$ cat config.mk
export PLATFORM = sky130hd
export DESIGN_NAME = percent_decoder_stream_flat
export DESIGN_NICKNAME = d
export VERILOG_FILES = /design/src/rtl/core/pds_pkg.sv /design/src/rtl/core/pds_if.sv /design/src/rtl/core/percent_decoder_stream.sv /design/src/flat_wrapper.sv
export SDC_FILE = /design/constraint.sdc
export NUM_CORES = 1
export LEC_CHECK = 0
export ABC_AREA = 1
export BUFFER_PORTS_ARGS = -buffer_cell sky130_fd_sc_hd__buf_2
export CORE_MARGIN = 2
export CORE_UTILIZATION = 46
export DETAILED_ROUTE_END_ITERATION = 8
export GPL_ROUTABILITY_DRIVEN = 0
export PLACE_DENSITY = 0.64
export SLEW_MARGIN = 40
export SYNTH_ARGS = -nofsm -noshare
export SYNTH_HDL_FRONTEND = slang
export SYNTH_SLANG_ARGS = --single-unit
$ cat constraint.sdc
create_clock -name clk -period 5.5 [get_ports clk]
set_clock_uncertainty 0.1 [all_clocks]
set_input_delay 0.825 -clock clk [delete_from_list [all_inputs] [get_ports clk]]
set_output_delay 0.825 -clock clk [all_outputs]
set_load 0.02 [all_outputs]
$ cat src/rtl/core/pds_pkg.sv
// percent decoder: shared types, character constants and hex digit helper
package pds_pkg;

    typedef logic [7:0] byte_t;

    // escape progress, one-hot
    typedef enum logic [2:0] {
        PH_IDLE  = 3'b001,
        PH_PCT   = 3'b010,
        PH_DIGIT = 3'b100
    } phase_t;

    localparam byte_t      PCT_CHAR     = 8'h25;
    localparam byte_t      SLASH_CHAR   = 8'h2F;
    localparam byte_t      NUL_CHAR     = 8'h00;
    localparam int         NIBBLE_SHIFT = 4;
    localparam logic [4:0] LETTER_BASE  = 5'd10;
    localparam logic [4:0] NO_HEX       = 5'd16;
    localparam int         MAX_RESULTS  = 3;

    // value of a hex digit character, or NO_HEX
    function automatic logic [4:0] hex_nibble(input byte_t ch);
        logic [4:0] val;
        begin
            if (ch >= 8'h30 && ch <= 8'h39)
            begin
                val = {1'b0, 4'(ch - 8'h30)};
            end
            else if (ch >= 8'h41 && ch <= 8'h46)
            begin
                val = {1'b0, 4'(ch - 8'h41)} + LETTER_BASE;
            end
            else if (ch >= 8'h61 && ch <= 8'h66)
            begin
                val = {1'b0, 4'(ch - 8'h61)} + LETTER_BASE;
            end
            else
            begin
                val = NO_HEX;
            end
            return val;
        end
    endfunction

endpackage

$ cat src/rtl/core/pds_if.sv
// percent decoder: raw and decoded character channel interfaces
interface pds_raw_if;
    logic            valid;
    logic            ready;
    pds_pkg::byte_t  in_byte;
    logic            in_last;

    modport source (output valid, output in_byte, output in_last, input ready);
    modport sink   (input valid, input in_byte, input in_last, output ready);
endinterface

interface pds_dec_if;
    logic            valid;
    logic            ready;
    pds_pkg::byte_t  out_byte;
    logic            out_last;

    modport source (output valid, output out_byte, output out_last, input ready);
    modport sink   (input valid, input out_byte, input out_last, output ready);
endinterface

$ cat src/rtl/core/percent_decoder_stream.sv
// percent decoder: url escape decoding of a character stream
//
//  channel   role   payload              meaning
//  raw       sink   in_byte, in_last     raw name characters, last marks end of name
//  decoded   source out_byte, out_last   decoded characters, last on final one of name
//
//  a request is decoded in the cycle it is taken; its 0..3 characters sit in a
//  three-entry result buffer and leave one per cycle, so one character per cycle
//  is sustained and the characters of a request leave in order
//  the raw side is ready when the buffer is empty or its last entry is leaving
//  rst_n clears escape state and empties the buffer; held characters are dropped
//  stalls on the decoded side hold the buffer and back-pressure the raw side
module percent_decoder_stream (
    input  logic         clk,
    input  logic         rst_n,
    pds_raw_if.sink      raw,
    pds_dec_if.source    decoded
);

    pds_pkg::phase_t phase_reg, phase_next;
    pds_pkg::byte_t  held_reg, held_next;

    pds_pkg::byte_t  buf_reg [pds_pkg::MAX_RESULTS];
    logic [1:0]      cnt_reg;
    logic            last_reg;

    pds_pkg::byte_t  res [pds_pkg::MAX_RESULTS];
    logic [1:0]      res_cnt;

    logic            take;
    logic            pop;

    assign decoded.valid    = (cnt_reg != 2'd0);
    assign decoded.out_byte = buf_reg[0];
    assign decoded.out_last = last_reg && (cnt_reg == 2'd1);
    assign raw.ready        = (cnt_reg == 2'd0) || ((cnt_reg == 2'd1) && decoded.ready);

    assign take = raw.valid && raw.ready;
    assign pop  = decoded.valid && decoded.ready;

    always_comb
    begin
        logic [4:0]     lo;
        logic [4:0]     hi;
        pds_pkg::byte_t val;
        logic           rescan;

        lo         = pds_pkg::hex_nibble(raw.in_byte);
        hi         = pds_pkg::hex_nibble(held_reg);
        val        = {hi[3:0], lo[3:0]};
        rescan     = 1'b0;
        res        = '{default: '0};
        res_cnt    = 2'd0;
        phase_next = phase_reg;
        held_next  = held_reg;

        unique case (phase_reg)
            pds_pkg::PH_PCT:
            begin
                if (lo != pds_pkg::NO_HEX)
                begin
                    held_next  = raw.in_byte;
                    phase_next = pds_pkg::PH_DIGIT;
                end
                else
                begin
                    res[res_cnt] = pds_pkg::PCT_CHAR;
                    res_cnt      = res_cnt + 2'd1;
                    rescan       = 1'b1;
                end
            end
            pds_pkg::PH_DIGIT:
            begin
                if (lo != pds_pkg::NO_HEX)
                begin
                    if (val != pds_pkg::NUL_CHAR && val != pds_pkg::SLASH_CHAR)
                    begin
                        res[0]  = val;
                        res_cnt = 2'd1;
                    end
                    else
                    begin
                        res[0]  = pds_pkg::PCT_CHAR;
                        res[1]  = held_reg;
                        res[2]  = raw.in_byte;
                        res_cnt = 2'd3;
                    end
                    phase_next = pds_pkg::PH_IDLE;
                end
                else
                begin
                    res[0]  = pds_pkg::PCT_CHAR;
                    res[1]  = held_reg;
                    res_cnt = 2'd2;
                    rescan  = 1'b1;
                end
            end
            default:
            begin
                rescan = 1'b1;
            end
        endcase

        if (rescan)
        begin
            if (raw.in_byte == pds_pkg::PCT_CHAR)
            begin
                phase_next = pds_pkg::PH_PCT;
            end
            else
            begin
                res[res_cnt] = raw.in_byte;
                res_cnt      = res_cnt + 2'd1;
                phase_next   = pds_pkg::PH_IDLE;
            end
        end

        // end of name flushes whatever is still held
        if (raw.in_last)
        begin
            if (phase_next == pds_pkg::PH_PCT)
            begin
                res[res_cnt] = pds_pkg::PCT_CHAR;
                res_cnt      = res_cnt + 2'd1;
            end
            else if (phase_next == pds_pkg::PH_DIGIT)
            begin
                res[0]  = pds_pkg::PCT_CHAR;
                res[1]  = held_next;
                res[2]  = raw.in_byte;
                res_cnt = 2'd3;
            end
            phase_next = pds_pkg::PH_IDLE;
        end
    end

    always_ff @(posedge clk or negedge rst_n)
    begin
        if (!rst_n)
        begin
            phase_reg <= pds_pkg::PH_IDLE;
            held_reg  <= '0;
            cnt_reg   <= 2'd0;
            last_reg  <= 1'b0;
        end
        else
        begin
            if (take)
            begin
                phase_reg <= phase_next;
                held_reg  <= held_next;
                cnt_reg   <= res_cnt;
                last_reg  <= raw.in_last;
            end
            else if (pop)
            begin
                cnt_reg <= cnt_reg - 2'd1;
            end
        end
    end

    // result buffer drains from entry 0
    always_ff @(posedge clk)
    begin
        if (take)
        begin
            buf_reg <= res;
        end
        else if (pop)
        begin
            buf_reg[0] <= buf_reg[1];
            buf_reg[1] <= buf_reg[2];
        end
    end

    a_phase_onehot: assert property (@(posedge clk) disable iff (!rst_n)
        $onehot(phase_reg))
        else $error("escape phase not one-hot");

    a_last_resets_phase: assert property (@(posedge clk) disable iff (!rst_n)
        take && raw.in_last |=> phase_reg == pds_pkg::PH_IDLE)
        else $error("escape still pending after end of name");

    a_last_gives_output: assert property (@(posedge clk) disable iff (!rst_n)
        take && raw.in_last |=> cnt_reg != 2'd0 && last_reg)
        else $error("end of name produced no final character");

    a_ready_room: assert property (@(posedge clk) disable iff (!rst_n)
        raw.ready |-> cnt_reg == 2'd0 || (cnt_reg == 2'd1 && pop))
        else $error("request taken while buffer still holds characters");

endmodule

$ cat src/flat_wrapper.sv
// flat-port wrapper written by rule: the top's interface ports become plain ports
module percent_decoder_stream_flat 
  (clk, rst_n, raw_valid, raw_in_byte, raw_in_last, raw_ready, decoded_valid, decoded_out_byte, decoded_out_last, decoded_ready);
  pds_raw_if raw_i ();
  pds_dec_if decoded_i ();
  input  logic clk;
  input  logic rst_n;
  input wire logic [$bits(raw_i.valid)-1:0] raw_valid;
  input wire logic [$bits(raw_i.in_byte)-1:0] raw_in_byte;
  input wire logic [$bits(raw_i.in_last)-1:0] raw_in_last;
  output wire logic [$bits(raw_i.ready)-1:0] raw_ready;
  output wire logic [$bits(decoded_i.valid)-1:0] decoded_valid;
  output wire logic [$bits(decoded_i.out_byte)-1:0] decoded_out_byte;
  output wire logic [$bits(decoded_i.out_last)-1:0] decoded_out_last;
  input wire logic [$bits(decoded_i.ready)-1:0] decoded_ready;
  assign raw_i.valid = raw_valid;
  assign raw_i.in_byte = raw_in_byte;
  assign raw_i.in_last = raw_in_last;
  assign raw_ready = raw_i.ready;
  assign decoded_valid = decoded_i.valid;
  assign decoded_out_byte = decoded_i.out_byte;
  assign decoded_out_last = decoded_i.out_last;
  assign decoded_i.ready = decoded_ready;
  percent_decoder_stream u_core (.clk(clk), .rst_n(rst_n), .raw(raw_i), .decoded(decoded_i));
endmodule
## After elaboration in Yosys (flattened, before gate mapping)

Cells that the tools add are included.

- Order comparisons: 16
- Mux-type cells: 46
- Add/sub/neg operators: 13
- Eq/ne operators: 8
- Reductions and logical operators: 19
- Bitwise operators: 5

Operators by type and width:

| kind | count |
|---|---|
| $mux W24 | 5 |
| $mux W16 | 5 |
| $mux W8 | 6 |
| $demux W8 S2 | 2 |
| $ge A8 B7 Y1 const B | 4 |
| $le A8 B7 Y1 const B | 4 |
| $bwmux W24 | 1 |
| $sub A4 B1 Y4 const B | 6 |
| $mux W2 | 10 |
| $ge A8 B6 Y1 const B | 2 |
| $le A8 B6 Y1 const B | 2 |
| $pmux W8 S2 | 1 |
| $and A15 B15 Y15 | 1 |
| $mux W5 | 3 |
| $not A15 Y15 | 1 |
| $logic_and A1 B1 Y1 | 13 |
| $mux W3 | 4 |
| $mux W4 | 3 |
| $add A4 B4 Y5 const B | 2 |
| $or A9 B9 Y9 | 1 |
| $add A4 B4 Y4 const B | 2 |
| $eq A8 B6 Y1 const B | 1 |
| $ne A8 B6 Y1 const B | 1 |
| $reduce_bool A8 Y1 | 1 |
| other kinds (17) | 26 |

- Logic and storage cells: 114
- Flip-flop bits (word level): 38
- Output and inout port bits: 11

## Logic depth before layout (Yosys ltp)

- Depth after elaboration: 23
- Mapped depth: 26
- Depth with buffers taken out: 25

## Worst setup path after synthesis

Ideal clock, no wire load.

- Kind: in2reg
- Start: input raw_in_byte[1]
- End: register u_core.buf_reg[10] (netlist name), data pin
- Arrival time: 3.672 ns
- Required time: 5.147 ns
- Setup slack: 1.475 ns
- Stages on the path: 23
- Cells stage by stage: inv_1 > ha_1 > xor2_1 > ha_1 > nand3_2 > nand2_2 > inv_2 > nand2_2 > nor2_4 > nand3_4 > nand3_2 > buf_8 > nand2_1 > ha_1 > nand3_1 > nand2_1 > inv_1 > ha_1 > or2_2 > nand3_1 > nand3_1 > nand2_1 > nand2_1

- Longest elaborated chain between the ends: 22
- Elaborated cells on any way between the ends: 63
- Those cells by class: 6 x add/sub; 10 x order compare; 5 x eq/ne; 32 x mux; 3 x bitwise; 7 x reduce/logical

RTL lines:

| item | RTL line | text |
|---|---|---|
| start: declaration | flat_wrapper.sv:9 | `input wire logic [$bits(raw_i.in_byte)-1:0] raw_in_byte;` |
| $sub A4 B1 Y4 (tied with other cells) | pds_pkg.sv:31, pds_pkg.sv:35 |  |
| $add A4 B4 Y5 / $logic_and A1 B1 Y1 (equally long branches) | pds_pkg.sv:31, pds_pkg.sv:35, pds_pkg.sv:33 |  |
| $mux W5 | pds_pkg.sv:33 | `else if (ch >= 8'h61 && ch <= 8'h66)` |
| $mux W5 | pds_pkg.sv:29 | `else if (ch >= 8'h41 && ch <= 8'h46)` |
| $mux W5 | pds_pkg.sv:25 | `if (ch >= 8'h30 && ch <= 8'h39)` |
| $ne A8 B6 Y1 / $reduce_bool A8 Y1 (equally long branches) | percent_decoder_stream.sv:76 | `if (val != pds_pkg::NUL_CHAR && val != pds_pkg::SLASH_CHAR)` |
| $logic_and A1 B1 Y1 | percent_decoder_stream.sv:76 |  |
| $mux W2 | percent_decoder_stream.sv:76 |  |
| (+6 left out) | -- |  |
| $ge A3 B3 Y1 (not written as such) (tied with other cells) | percent_decoder_stream.sv:123 | `res[res_cnt] = pds_pkg::PCT_CHAR;` |
| $logic_and A1 B1 Y1 (not written as such) / $bwmux W24 (equally long branches) | percent_decoder_stream.sv:123, percent_decoder_stream.sv:112 |  |
| $mux W8 (not written as such) / $mux W24 (equally long branches) | percent_decoder_stream.sv:123, percent_decoder_stream.sv:106 |  |
| $demux W8 S2 / $mux W24 (equally long branches) | percent_decoder_stream.sv:123, percent_decoder_stream.sv:104 |  |
| $or A9 B9 Y9 (no source line) / $mux W24 (equally long branches) | -- |  |
| $mux W24 | percent_decoder_stream.sv:121 | `if (phase_next == pds_pkg::PH_PCT)` |
| $mux W24 (*) | percent_decoder_stream.sv:119 | `if (raw.in_last)` |
| $mux W16 (*) | percent_decoder_stream.sv:165 | `if (take)` |
| end signal: assignment | percent_decoder_stream.sv:167 | `buf_reg <= res;` |
| end: declaration | percent_decoder_stream.sv:23 | `pds_pkg::byte_t buf_reg [pds_pkg::MAX_RESULTS];` |

Every way passes the cells marked *; elsewhere a longest branch is shown, timed or not.
A chain may end at the register's enable or synchronous reset.

## Worst setup path in the final report

- Start: input raw_in_byte[1]
- End: register u_core.buf_reg[8] (netlist name), data pin

The elaborated chain is that of the path after synthesis.

==> impl_metrics.tcl <==
set metrics [dict create \
    synth_compound_area_share_pct 10.4 \
    synthXorXnorAreaFrac_pct 0.269 \
    fmax_mhz 232 \
    synth_nets 470 \
    maxCapViolations 0 \
    synthArstFlopShare_pct 36.8 \
    use_met1_pct 28.4 \
    cts_setup_buffers 0 \
    final_max_slew_viol_count 0 \
    seq_area_frac_synth_pct 33.0 \
    htreeDepth 2 \
    cts.sinks 38 \
    power.density_nw_per_um2 323 \
    leakage_uw 0.00168 \
    grt.busiest_layer "met2" \
    setup_violations 0 \
    first_pass_iters 6 \
    path_class "input pin to flip-flop" \
    antenna_found_initial 0 \
    synth_seq_cells 38 \
    grt_pass1_wl_um 12900 \
    synthMuxAreaShare_pct 0 \
    instances_no_fill 546 \
    rrSetupSlack_ns 1.64 \
    hold_path.class "input pin to async pin" \
    synth-edff-count 24 \
    rsz0062_at_grt "no" \
    die_w_um 88.1 \
    clkTransAtPathRegs_ns 0.09 \
    drcViolationCount 0 \
    final_common_cell "nand2_1" \
    yosysWarnings 0 \
    maxSlewHeadroom_pct 54.6 \
    antenna_left 0 \
    drt_iter0_drc 221 \
    rows 30 \
    clock_latency_ns 0.30 \
    n_antenna_cell 0 \
    cts_tree "built" \
    wire_per_inst_um 14.2 \
    worstReg2RegStart "u_core.held_reg[0]$_DFFE_PN0P_" \
    setup_tns_ns 0 \
    track_usage_pct 21.6 \
    use_met2_pct 35.9 \
    drt-total-wl_um 7760 \
    syn_to_final_growth_pct 7.12 \
    cp.arrival_ns 4.28 \
    crit_fanout 13 \
    ys.flop_type "edfxtp_1" \
    tightest_slew_ns 0.676 \
    ctsRootBufferMaster "clkbuf_8" \
    startpoint "raw_in_byte[1]" \
    outcome "completed" \
    vdd_drop_max_mv 0.133 \
    overflow 0 \
    finalCriticalPeriod_ns 4.31 \
    ctsResizeCount 0 \
    viasPerCell 5.27 \
    synth.distinct_cells 46 \
    dp_hpwl_um 5980 \
    hold_viol_final 0 \
    dieHeight_um 88.1 \
    yosys.area_share.simple_pct 37.2 \
    critPathRequiredTime_ns 5.47 \
    nFillCells 713 \
    syn-cell-area_um2 3250 \
    mostFrequentLayoutCells "nand2_1 (119), inv_1 (53), nand3_1 (36), nor2_1 (32), edfxtp_1 (24)" \
    crit_path_end_kind "flip-flop" \
    grt_max_degree 37 \
    fin_crit_sh_pct 78.4 \
    worst_setup_path_start_kind "input pin" \
    die-area_um2 7760 \
    synthAdderAreaFrac_pct 6.54 \
    syn_avg_cell_area_um2 7.39 \
    gr-usage-met3_pct 3.86 \
    drive_above_1_share_pct 20.4 \
    io_pins 24 \
    vias 2879 \
    synth_cells 440 \
    fin_nets 479 \
    largest_reg_flops 16 \
    dp.cells 538 \
    ctsHoldBuffers 0 \
    synth_top_family_by_area "simple AND/OR/NAND/NOR gates" \
    grt_pass1_vias 2705 \
    core-area_um2 6830 \
    cts_buffers 5 \
    cts_buffer_depth 2 \
    initial_core_util_pct 47.6 \
    port_buffers 23 \
]
-- metal layers --
layer / part of all wire (%) / wire length (um)
met3: 5.6 / 436
met4: 2.7 / 210
met2: 48 / 3690
met1: 44 / 3420
met5: 0 / 0
-- synthesized netlist by cell type (2+ instances only) --
| cell type | instances | area, um^2 |
|---|---|---|
| inv_2 | 8 | 30.0 |
| clkbuf_1 | 2 | 7.51 |
| nand4_1 | 11 | 68.8 |
| edfxtp_1 | 24 | 721 |
| buf_6 | 3 | 33.8 |
| nand2_1 | 119 | 447 |
| ha_1 | 17 | 213 |
| dfrtp_1 | 13 | 325 |
| nand3_1 | 36 | 180 |
| nor2_1 | 32 | 120 |
| nand3_4 | 2 | 35.0 |
| nand3b_1 | 2 | 15.0 |
| a21oi_2 | 5 | 43.8 |
| a21oi_1 | 4 | 20.0 |
| clkinv_1 | 2 | 7.51 |
| a31oi_1 | 4 | 25.0 |
| inv_1 | 54 | 203 |
| nor2_4 | 4 | 45.0 |
| nand2_2 | 12 | 75.1 |
| nand3_2 | 5 | 50.1 |
| o21ai_1 | 6 | 30.0 |
| buf_4 | 9 | 67.6 |
| buf_2 | 5 | 25.0 |
| or2_2 | 5 | 31.3 |
| o311ai_1 | 3 | 26.3 |
| nand2_4 | 2 | 22.5 |
| o21ai_0 | 22 | 110 |
| nor2_2 | 7 | 43.8 |
| nor3_1 | 5 | 25.0 |
-- critical path, stage by stage --
cell	delay (ns)
buf_2	0.15
inv_1	0.18
ha_1	0.26
xor2_1	0.21
ha_1	0.27
nand3_2	0.08
nand2_2	0.06
inv_2	0.07
nand2_2	0.06
nor2_4	0.10
nand3_4	0.16
nand3_2	0.24
nand2_1	0.14
ha_1	0.32
nand3_1	0.09
nand2_1	0.12
inv_1	0.08
ha_1	0.20
or2_2	0.35
nand3_1	0.11
nand3_1	0.09
nand2_1	0.07
nand2_1	0.05
-- path summary, 6_finish.rpt --
path	endpoint	depth (start not counted)
max in group asynchronous	u_core.phase_reg[0]$_DFFE_PN1P_	1
max reg2reg	u_core.buf_reg[8]$_DFFE_PP_	24
min reg2reg	u_core.decoded.out_byte[3]$_DFFE_PP_	2
min in group clk	u_core.decoded.out_byte[3]$_DFFE_PP_	2
max	u_core.buf_reg[8]$_DFFE_PP_	23
min	u_core.held_reg[2]$_DFFE_PN0P_	1
-- metrics by stage --
step | cell area, um^2 | power [uW] | worst slack (ns) | util [%] | hold slack (ns)
2_1_floorplan | 3250 | 792 | 1.48 | - | 0.366
3_3_place_gp | 3340 | 836 | 1.08 | 48.9 | 0.401
3_5_place_dp | 3350 | 843 | 0.953 | 49.0 | 0.406
4_1_cts | 3480 | 1130 | 1.24 | 51.0 | 0.323
5_1_grt | 3480 | 1210 | 0.891 | 51.0 | 0.329
6_report | 3480 | 1130 | 1.19 | 51.0 | 0.309
-- power by group --
group / switching, uW / internal (uW)
Clock: 111 / 182
Combinational: 264 / 120
Sequential: 30.3 / 419
-- cells by family after synthesis --
logic type                 count (synthesis)
xor gates and xnor gates                   1
AOI/OAI and AO/OA                         52
adders and majority gates                 17
buffers and inverters                     87
DFF                                       38
and+or+nand+nor                          245
-- layout make-up --
class                           instances  area, um^2  area share, %
Multi-Input combinational cell        315        1780           51.2
Sequential cell                        38        1070           30.8
Inverter                               66         255           7.33
Tap cell                               96         120           3.45
Timing Repair Buffer                   23         115           3.30
Clock buffer                            5        68.8           1.98
Clock inverter                          3        68.8           1.98
(Power assumes the default switching activity.)
